<file path="config.mk">
export PLATFORM = sky130hd
export DESIGN_NAME = led_pixel_brightness_encoder_core
export DESIGN_NICKNAME = d
export VERILOG_FILES = /design/src/hdl/lpbe_pkg.sv /design/src/hdl/lpbe_bright.sv /design/src/hdl/lpbe_lane.sv /design/src/hdl/led_pixel_brightness_encoder_core.sv
export VERILOG_INCLUDE_DIRS = /design/src /design/src/hdl
export SDC_FILE = /design/constraint.sdc
export NUM_CORES = 2
export LEC_CHECK = 0
export BUFFER_PORTS_ARGS = -buffer_cell sky130_fd_sc_hd__buf_2
export CAP_MARGIN = 20
export CORE_UTILIZATION = 25
export CTS_CLUSTER_SIZE = 30
export DETAILED_ROUTE_END_ITERATION = 8
export HOLD_SLACK_MARGIN = 0.08
export SYNTH_ARGS = -nofsm -noshare
export SYNTH_HDL_FRONTEND = slang
export SYNTH_SLANG_ARGS = --single-unit
</file>
<file path="constraint.sdc">
create_clock -name clk_i -period 16.1 [get_ports clk_i]
set_input_delay 0.805 -clock clk_i [delete_from_list [all_inputs] [get_ports clk_i]]
set_output_delay 0.805 -clock clk_i [all_outputs]
set_load 0.05 [all_outputs]
</file>
<file path="src/hdl/assert_macros.svh">
// Assertion macros shared by the encoder RTL.
// Each macro wraps one concurrent property clocked on the rising edge and disabled in reset.
`ifndef ASSERT_MACROS_SVH
`define ASSERT_MACROS_SVH

// Same-cycle implication: when ante holds, cons holds in that cycle.
`define LPBE_ASSERT_IMPL(label, clk, rst_n, ante, cons) \
  label: assert property (@(posedge clk) disable iff (!(rst_n)) (ante) |-> (cons)) \
    else $error("lpbe assertion failed");

// Next-cycle implication: when ante holds, cons holds in the next cycle.
`define LPBE_ASSERT_NEXT(label, clk, rst_n, ante, cons) \
  label: assert property (@(posedge clk) disable iff (!(rst_n)) (ante) |=> (cons)) \
    else $error("lpbe assertion failed");

`endif

</file>
<file path="src/hdl/lpbe_pkg.sv">
// Package for the LED pixel brightness encoder: widths, frame constants and tables.
// Used by every module of the encoder; depends on nothing.
`default_nettype none

package lpbe_pkg;

  localparam int unsigned LEVEL_WIDTH  = 32;
  localparam int unsigned CHAN_WIDTH   = 8;
  localparam int unsigned BRIGHT_WIDTH = 5;
  localparam int unsigned RESC_WIDTH   = 24;
  localparam int unsigned NUM_LANES    = 3;

  // Brightness runs from 1 to BRIGHT_MAX; BRIGHT_MAX - 1 thresholds separate the steps.
  localparam int unsigned BRIGHT_MAX   = 31;
  localparam int unsigned BRIGHT_STEPS = BRIGHT_MAX - 1;
  localparam longint unsigned CUBE_255 = 64'd255 * 64'd255 * 64'd255;

  // Pipeline depths: front end (peak, compare, encode) and divider lane.
  localparam int unsigned FRONT_DEPTH = 3;
  localparam int unsigned LANE_DEPTH  = CHAN_WIDTH + 1;
  localparam int unsigned LATENCY     = FRONT_DEPTH + LANE_DEPTH + 1;

  localparam logic [CHAN_WIDTH-1:0] FRAME_MARK = 8'hE0;
  localparam logic [31:0]           DARK_WORD  = 32'h0000_00FF;

  typedef logic [LEVEL_WIDTH-1:0] thresh_arr_t [BRIGHT_STEPS];
  typedef logic [RESC_WIDTH-1:0]  resc_arr_t   [2**BRIGHT_WIDTH];

  // Control and scale that the front end hands to the lanes and the merge stage.
  typedef struct packed {
    logic                    valid;
    logic                    dark;
    logic [BRIGHT_WIDTH-1:0] bright;
    logic [RESC_WIDTH-1:0]   rescaler;
  } bright_beat_t;

  // The brightness exceeds k exactly when the peak is above 255 * ceil(k * 255^3 / 31).
  function automatic thresh_arr_t make_thresh();
    thresh_arr_t     t;
    longint unsigned c;
    for (int k = 1; k <= BRIGHT_STEPS; k++) begin
      c = (longint'(k) * CUBE_255 + BRIGHT_MAX - 1) / BRIGHT_MAX;
      t[k-1] = LEVEL_WIDTH'(64'd255 * c);
    end
    return t;
  endfunction

  // Rescaler for each brightness: 255^3 * brightness / 31, truncated.
  function automatic resc_arr_t make_resc();
    resc_arr_t r;
    for (int b = 0; b < 2**BRIGHT_WIDTH; b++) begin
      r[b] = RESC_WIDTH'(CUBE_255 * longint'(b) / BRIGHT_MAX);
    end
    return r;
  endfunction

  localparam thresh_arr_t THRESH    = make_thresh();
  localparam resc_arr_t   RESC_TABLE = make_resc();

endpackage

`default_nettype wire

</file>
<file path="src/hdl/lpbe_bright.sv">
// Front end of the encoder: peak of the three channels, brightness and rescaler lookup.
// Three registered stages; uses lpbe_pkg for the threshold and rescaler tables.
`default_nettype none

module lpbe_bright #(
  parameter int unsigned LEVEL_WIDTH = lpbe_pkg::LEVEL_WIDTH
) (
  input  wire logic                     clk_i,
  input  wire logic                     rst_ni,
  input  wire logic                     valid_i,
  input  wire logic [LEVEL_WIDTH-1:0]   level_i [lpbe_pkg::NUM_LANES],
  output lpbe_pkg::bright_beat_t        beat_o,
  output logic      [LEVEL_WIDTH-1:0]   level_o [lpbe_pkg::NUM_LANES]
);

  localparam int unsigned NL = lpbe_pkg::NUM_LANES;
  localparam int unsigned NS = lpbe_pkg::BRIGHT_STEPS;

  logic                   valid1_q, valid2_q, valid3_q;
  logic [LEVEL_WIDTH-1:0] peak_d, peak_q;
  logic [LEVEL_WIDTH-1:0] level1_q [NL];
  logic [LEVEL_WIDTH-1:0] level2_q [NL];
  logic [LEVEL_WIDTH-1:0] level3_q [NL];
  logic [NS-1:0]          therm_d, therm_q;
  logic                   dark_q;
  logic [lpbe_pkg::BRIGHT_WIDTH-1:0] bright_d;
  logic                              dark3_q;
  logic [lpbe_pkg::BRIGHT_WIDTH-1:0] bright3_q;
  logic [lpbe_pkg::RESC_WIDTH-1:0]   resc3_q;

  // Peak of the three channels.
  always_comb begin
    peak_d = level_i[0];
    for (int i = 1; i < NL; i++) begin
      if (level_i[i] > peak_d) peak_d = level_i[i];
    end
  end

  // Compare the peak against every brightness threshold at once.
  always_comb begin
    for (int k = 0; k < NS; k++) begin
      therm_d[k] = peak_q > lpbe_pkg::THRESH[k];
    end
  end

  // The thermometer count plus one is the brightness.
  assign bright_d = lpbe_pkg::BRIGHT_WIDTH'($countones(therm_q)) + 1'b1;

  // Control pipeline.
  always_ff @(posedge clk_i or negedge rst_ni) begin
    if (!rst_ni) begin
      valid1_q <= 1'b0;
      valid2_q <= 1'b0;
      valid3_q <= 1'b0;
    end else begin
      valid1_q <= valid_i;
      valid2_q <= valid1_q;
      valid3_q <= valid2_q;
    end
  end

  // Payload pipeline.
  always_ff @(posedge clk_i) begin
    peak_q    <= peak_d;
    therm_q   <= therm_d;
    dark_q    <= peak_q == '0;
    dark3_q   <= dark_q;
    bright3_q <= bright_d;
    resc3_q   <= lpbe_pkg::RESC_TABLE[bright_d];
    level1_q  <= level_i;
    level2_q  <= level1_q;
    level3_q  <= level2_q;
  end

  assign beat_o  = {valid3_q, dark3_q, bright3_q, resc3_q};
  assign level_o = level3_q;

endmodule

`default_nettype wire

</file>
<file path="src/hdl/lpbe_lane.sv">
// One channel lane: pipelined restoring divider, one quotient bit per stage, saturating at 255.
// Uses lpbe_pkg for widths and depth.
`default_nettype none

module lpbe_lane #(
  parameter int unsigned LEVEL_WIDTH = lpbe_pkg::LEVEL_WIDTH
) (
  input  wire logic                              clk_i,
  input  wire logic [LEVEL_WIDTH-1:0]            level_i,
  input  wire logic [lpbe_pkg::RESC_WIDTH-1:0]   rescaler_i,
  output logic      [lpbe_pkg::CHAN_WIDTH-1:0]   quotient_o
);

  localparam int unsigned QB = lpbe_pkg::CHAN_WIDTH;

  logic [LEVEL_WIDTH-1:0]          rem_q  [QB+1];
  logic [lpbe_pkg::RESC_WIDTH-1:0] div_q  [QB+1];
  logic [QB-1:0]                   quot_q [QB+1];
  logic                            sat_q  [QB+1];

  // First stage: a level at or above 256 times the rescaler saturates the channel.
  always_ff @(posedge clk_i) begin
    sat_q[0]  <= level_i >= (LEVEL_WIDTH'(rescaler_i) << QB);
    rem_q[0]  <= level_i;
    div_q[0]  <= rescaler_i;
    quot_q[0] <= '0;
  end

  // One trial subtraction per stage, most significant quotient bit first.
  for (genvar s = 1; s <= QB; s++) begin : g_step
    localparam int unsigned BIT = QB - s;
    logic [LEVEL_WIDTH-1:0] trial_d;
    logic                   take_d;
    logic [QB-1:0]          quot_d;

    assign trial_d = LEVEL_WIDTH'(div_q[s-1]) << BIT;
    assign take_d  = rem_q[s-1] >= trial_d;

    always_comb begin
      quot_d      = quot_q[s-1];
      quot_d[BIT] = take_d;
    end

    always_ff @(posedge clk_i) begin
      rem_q[s]  <= take_d ? rem_q[s-1] - trial_d : rem_q[s-1];
      div_q[s]  <= div_q[s-1];
      quot_q[s] <= quot_d;
      sat_q[s]  <= sat_q[s-1];
    end
  end

  assign quotient_o = sat_q[QB] ? '1 : quot_q[QB];

endmodule

`default_nettype wire

</file>
<file path="src/hdl/led_pixel_brightness_encoder_core.sv">
// Top level of the LED pixel brightness encoder: front end, three channel lanes, merge stage.
// Depends on lpbe_pkg, lpbe_bright, lpbe_lane and assert_macros.svh.
`default_nettype none

`include "assert_macros.svh"

// Takes one pixel per clock: busy_o is always low, so a beat is accepted at every
// cycle in which start_i is high. The frame word appears on frame_word_o with done_o
// high for one cycle once the beat has passed three front-end stages
// (peak, threshold compares, brightness encode and rescaler lookup), nine divider
// stages per channel lane (saturation check and one quotient bit per stage) and the
// merge register. The receiver cannot stall, so every result must be taken in the
// cycle it is shown; results come out in input order.
module led_pixel_brightness_encoder_core #(
  parameter int unsigned LEVEL_WIDTH = lpbe_pkg::LEVEL_WIDTH
) (
  input  wire logic                   clk_i,
  input  wire logic                   rst_ni,
  input  wire logic                   start_i,
  output logic                        busy_o,
  input  wire logic [LEVEL_WIDTH-1:0] red_level_i,
  input  wire logic [LEVEL_WIDTH-1:0] green_level_i,
  input  wire logic [LEVEL_WIDTH-1:0] blue_level_i,
  output logic                        done_o,
  output logic [31:0]                 frame_word_o
);

  localparam int unsigned NL = lpbe_pkg::NUM_LANES;
  localparam int unsigned LD = lpbe_pkg::LANE_DEPTH;
  localparam int unsigned CW = lpbe_pkg::CHAN_WIDTH;

  logic                   accept;
  logic [LEVEL_WIDTH-1:0] level_in [NL];
  logic [LEVEL_WIDTH-1:0] level_fe [NL];
  logic [CW-1:0]          quot     [NL];
  lpbe_pkg::bright_beat_t fe_beat;

  logic                              valid_q  [LD];
  logic                              dark_q   [LD];
  logic [lpbe_pkg::BRIGHT_WIDTH-1:0] bright_q [LD];

  logic        done_q;
  logic [31:0] word_d, word_q;

  assign busy_o = 1'b0;
  assign accept = start_i && !busy_o;

  assign level_in[0] = red_level_i;
  assign level_in[1] = green_level_i;
  assign level_in[2] = blue_level_i;

  // Brightness and rescaler for the whole pixel.
  lpbe_bright #(
    .LEVEL_WIDTH(LEVEL_WIDTH)
  ) u_bright (
    .clk_i  (clk_i),
    .rst_ni (rst_ni),
    .valid_i(accept),
    .level_i(level_in),
    .beat_o (fe_beat),
    .level_o(level_fe)
  );

  // One divider lane per colour channel.
  for (genvar l = 0; l < NL; l++) begin : g_lane
    lpbe_lane #(
      .LEVEL_WIDTH(LEVEL_WIDTH)
    ) u_lane (
      .clk_i     (clk_i),
      .level_i   (level_fe[l]),
      .rescaler_i(fe_beat.rescaler),
      .quotient_o(quot[l])
    );
  end

  // Carry the control of each beat alongside the lanes.
  always_ff @(posedge clk_i or negedge rst_ni) begin
    if (!rst_ni) begin
      for (int i = 0; i < LD; i++) valid_q[i] <= 1'b0;
    end else begin
      valid_q[0] <= fe_beat.valid;
      for (int i = 1; i < LD; i++) valid_q[i] <= valid_q[i-1];
    end
  end

  always_ff @(posedge clk_i) begin
    dark_q[0]   <= fe_beat.dark;
    bright_q[0] <= fe_beat.bright;
    for (int i = 1; i < LD; i++) begin
      dark_q[i]   <= dark_q[i-1];
      bright_q[i] <= bright_q[i-1];
    end
  end

  // Merge the three channel quotients and the brightness into the frame word, or give the dark word for a dark pixel.
  always_comb begin
    if (dark_q[LD-1]) begin
      word_d = lpbe_pkg::DARK_WORD;
    end else begin
      word_d = {quot[0], quot[1], quot[2],
                lpbe_pkg::FRAME_MARK | CW'(bright_q[LD-1])};
    end
  end

  always_ff @(posedge clk_i or negedge rst_ni) begin
    if (!rst_ni) begin
      done_q <= 1'b0;
    end else begin
      done_q <= valid_q[LD-1];
    end
  end

  always_ff @(posedge clk_i) begin
    word_q <= word_d;
  end

  assign done_o       = done_q;
  assign frame_word_o = word_q;

  // Every accepted pixel yields its word once it has passed through the whole pipeline.
  `LPBE_ASSERT_IMPL(a_latency, clk_i, rst_ni, accept, ##(lpbe_pkg::LATENCY) done_o)
  // A lit pixel always carries the frame mark and a non-zero brightness.
  `LPBE_ASSERT_IMPL(a_mark, clk_i, rst_ni, done_o && frame_word_o != lpbe_pkg::DARK_WORD,
                    frame_word_o[7:5] == 3'b111 && frame_word_o[4:0] != 5'd0)
  // A dark pixel comes out as the dark word.
  `LPBE_ASSERT_NEXT(a_dark, clk_i, rst_ni, valid_q[LD-1] && dark_q[LD-1],
                    frame_word_o == lpbe_pkg::DARK_WORD)
  // The merge stage follows the last lane stage in the next cycle.
  `LPBE_ASSERT_NEXT(a_merge, clk_i, rst_ni, valid_q[LD-1], done_o)

endmodule

`default_nettype wire

</file>
==> flow_summary.toml <==
[run_status]
status = "finished, violations left"
violations = "DRC"

[hold_path]
min-delay-start = "green_level_i[20]"
hold_path_class = "in2reg"
min_to = "u_bright.level1_q[52]"
holdPathStages = 1

[global_routing]
first_global_vias = 56696
overflow = 0
grt_use_total_pct = 14.3
antenna_found_initial = 8
grt_start_max_net_pins = 64
grt_first_pass_wirelength_um = 334000

[drt]
ant_nets = 0
wl_per_cell_um = 18.1
drt-total-wl_um = 222000
drc_errors = 4
num_vias = 58290
avgViaCountPerCell = 4.75
drt-initial-drc-count = 3863
firstDrtPassIters = 9

[critical_path]
start_kind = "primary input"
reg2reg_to = "u_bright.resc3_q[11]"
path_max_fanout = 63
cp.arrival_ns = 7.03
crit_required_ns = 16.77
rrSetupSlack_ns = 10.11
crit_chain = "dlygate4sd3_1 -> buf_2 -> inv_1 -> ha_1 -> nand4_1 -> nor4_1 -> a221oi_1 -> a31oi_4 -> buf_4 -> mux2i_1 -> ha_1 -> a21o_1 -> a21o_1 -> a21oi_1 -> nor2_1 -> a211oi_1 -> nor3_1 -> a2111oi_0 -> a21o_2 -> buf_4 -> mux2_2"
rr_worst_depth = 21
critPathLaunch = "red_level_i[26]"
crit_type = "in2reg"
r2r_start = "u_bright.therm_q[4]"
cp_slowest_cell = "nor4_1"
crit_path_end_kind = "flop"
cpPeakStageDelay_ns = 0.83

[placement]
routabilityCongestion = 0.968
port_buffers = 128
dpl.hpwl_um = 179000

[floorplan]
core_area_um2 = 295000
die_w_um = 547
start_util_pct = 25.2
ioPinCount = 133
die_area_um2 = 299000
rows = 199
die_y_um = 547

[timing]
hold_viol = 0
min_period_ns = 6.36
rsz0062_at_grt = "false"
setup_viol = 0
fin_tns_setup_ns = 0
finClkSkew_ns = 0.0461
slew-limit-headroom_pct = 30.1
max_slew.worst_pin.slew_ns = 1.04
max_freq_ghz = 0.157
slew_viol_final = 0
timing.final.crit_share_pct = 39.5

[yosys]
post_synth.cell_area_avg_um2 = 9.16
netlist_area_um2 = 74100
synth_seq_area_share_pct = 41.3
yosys.cell_types.count = 100
ys_warn_count = 0
synth-edff-count = 0
synthArstFlopShare_pct = 0.851
synth_cells = 8090
yosys_most_used_dff = "dfxtp_1"
synth-seq-cells = 1527

[clock_network]
cts.clk_slew.worst_paths_ns = 0.06
clock-root-buffer = "clkbuf_16"
post-cts-setup-buffers = 0
h-tree-depth = 4
cts.path.max_buffers = 4
cts_tree = "yes"
cts_buffers = 158
clk_latency_ns = 0.82
cts_sinks = 1527

[final_layout]
final_common_cell = "dfxtp_1"
area_growth_pct = 14.7
fin_nets = 9123
final_cell_mix = "dfxtp_1 (1,513), ha_1 (743), a21oi_1 (705), nor2_1 (617), nand2_1 (594)"
drive_gt1_share_pct = 8.12

[flow_run]
max_cap_viol_count = 0
flip-flops by register name, indices dropped and copies added (netlist names), 4 cells and up:
register and flops:
bright_q 37, g_lane.u_lane.sat_q 27, u_bright.level1_q 96, g_lane.u_lane.div_q 160, u_bright.therm_q 30, g_lane.u_lane.rem_q 768, u_bright.resc3_q 20, g_lane.u_lane.quot_q 108
u_bright.level_o 96, dark_q 9, frame_word_o 29, u_bright.peak_q 32, u_bright.level2_q 96, u_bright.bright3_q 4, valid_q 9
synthesized netlist by cell type, drive strengths merged (116+ instances only):
cell type | count | area (um2)
a21oi | 712 | 3580
nor2 | 618 | 2320
a21o | 282 | 2120
nand3 | 141 | 706
inv | 450 | 1690
nor3 | 145 | 746
nor2b | 131 | 822
mux2 | 127 | 1460
nand2 | 594 | 2230
nand4 | 116 | 726
nand2b | 129 | 807
dfxtp | 1514 | 30300
xor2 | 237 | 2080
o21ai | 604 | 3020
clkbuf | 179 | 672
ha | 743 | 9300
xnor2 | 262 | 2290
area by class of cell:
class	count	area, um2
diodes	4	10.0
clock buffers	215	4550
clock inverters	61	806
fillers	30983	210000
inverters	452	1700
multi-input cells	5878	41000
flip-flops and latches	1527	30600
well taps	3919	4900
repair buffers	219	1420
what timing repair did:
action	CTS	global route
resized for setup	0	0
endpoints found under the hold margin	52	0
hold buffers	40	0
layer usage:
| metal | wire (um) | part of all wire [%] | vias to the layer above | global-route usage (%) |
|---|---|---|---|---|
| met5 | 0 | 0 | - | 0 |
| met1 | 103000 | 46 | 27008 | 19.3 |
| met2 | 96300 | 43 | 1875 | 22.9 |
| met3 | 13600 | 6.1 | 445 | 2.14 |
| li1 | - | - | 28962 | - |
| met4 | 9240 | 4.2 | 0 | 5.78 |
worst max-delay path by stage:
stage / endpoint / slack, ns / cells past startpoint
final: u_bright.peak_q[0] / 9.74 / 21
after global routing: u_bright.peak_q[0] / 9.39 / 21
after floorplan: u_bright.resc3_q[9] / 10.89 / 18
after detailed placement: u_bright.peak_q[0] / 9.39 / 20
after CTS: u_bright.peak_q[0] / 9.69 / 20
after global placement: u_bright.peak_q[0] / 9.35 / 20
stage by stage:
stage          std cells  setup slack, ns  hold WS, ns  cell area [um2]  utilization [%]
3_3_place_gp       11955             9.35        0.310            79300             26.9
5_1_grt            12271             9.39        0.100            85000             28.9
3_5_place_dp       11955             9.39        0.312            79300             26.9
2_1_floorplan       8092            10.89        0.310            74100                -
4_1_cts            12271             9.69       0.0822            85000             28.9
6_report           12275             9.74        0.151            85000             28.9
kinds of logic after synthesis:
logic type,count (synthesis),synth area share [%]
xor+xnor,499,5.90
flops,1527,41.3
mux,163,2.46
simple gates,2207,14.4
fa+ha+maj,788,13.8
compound gates,2217,18.6
buf+inv,687,3.59
other cells,2,0.0101
critical path: cells and delay by family:
kind	cells	cell delay (ns)
mux	2	0.69
simple gates	4	1.17
compound gates	8	2.11
fa+ha+maj	2	0.56
buf+inv	5	1.63
Power is left out: the tool's default activity adds up to more than one toggle a clock period on the data nets, which glitch-free logic cannot reach.
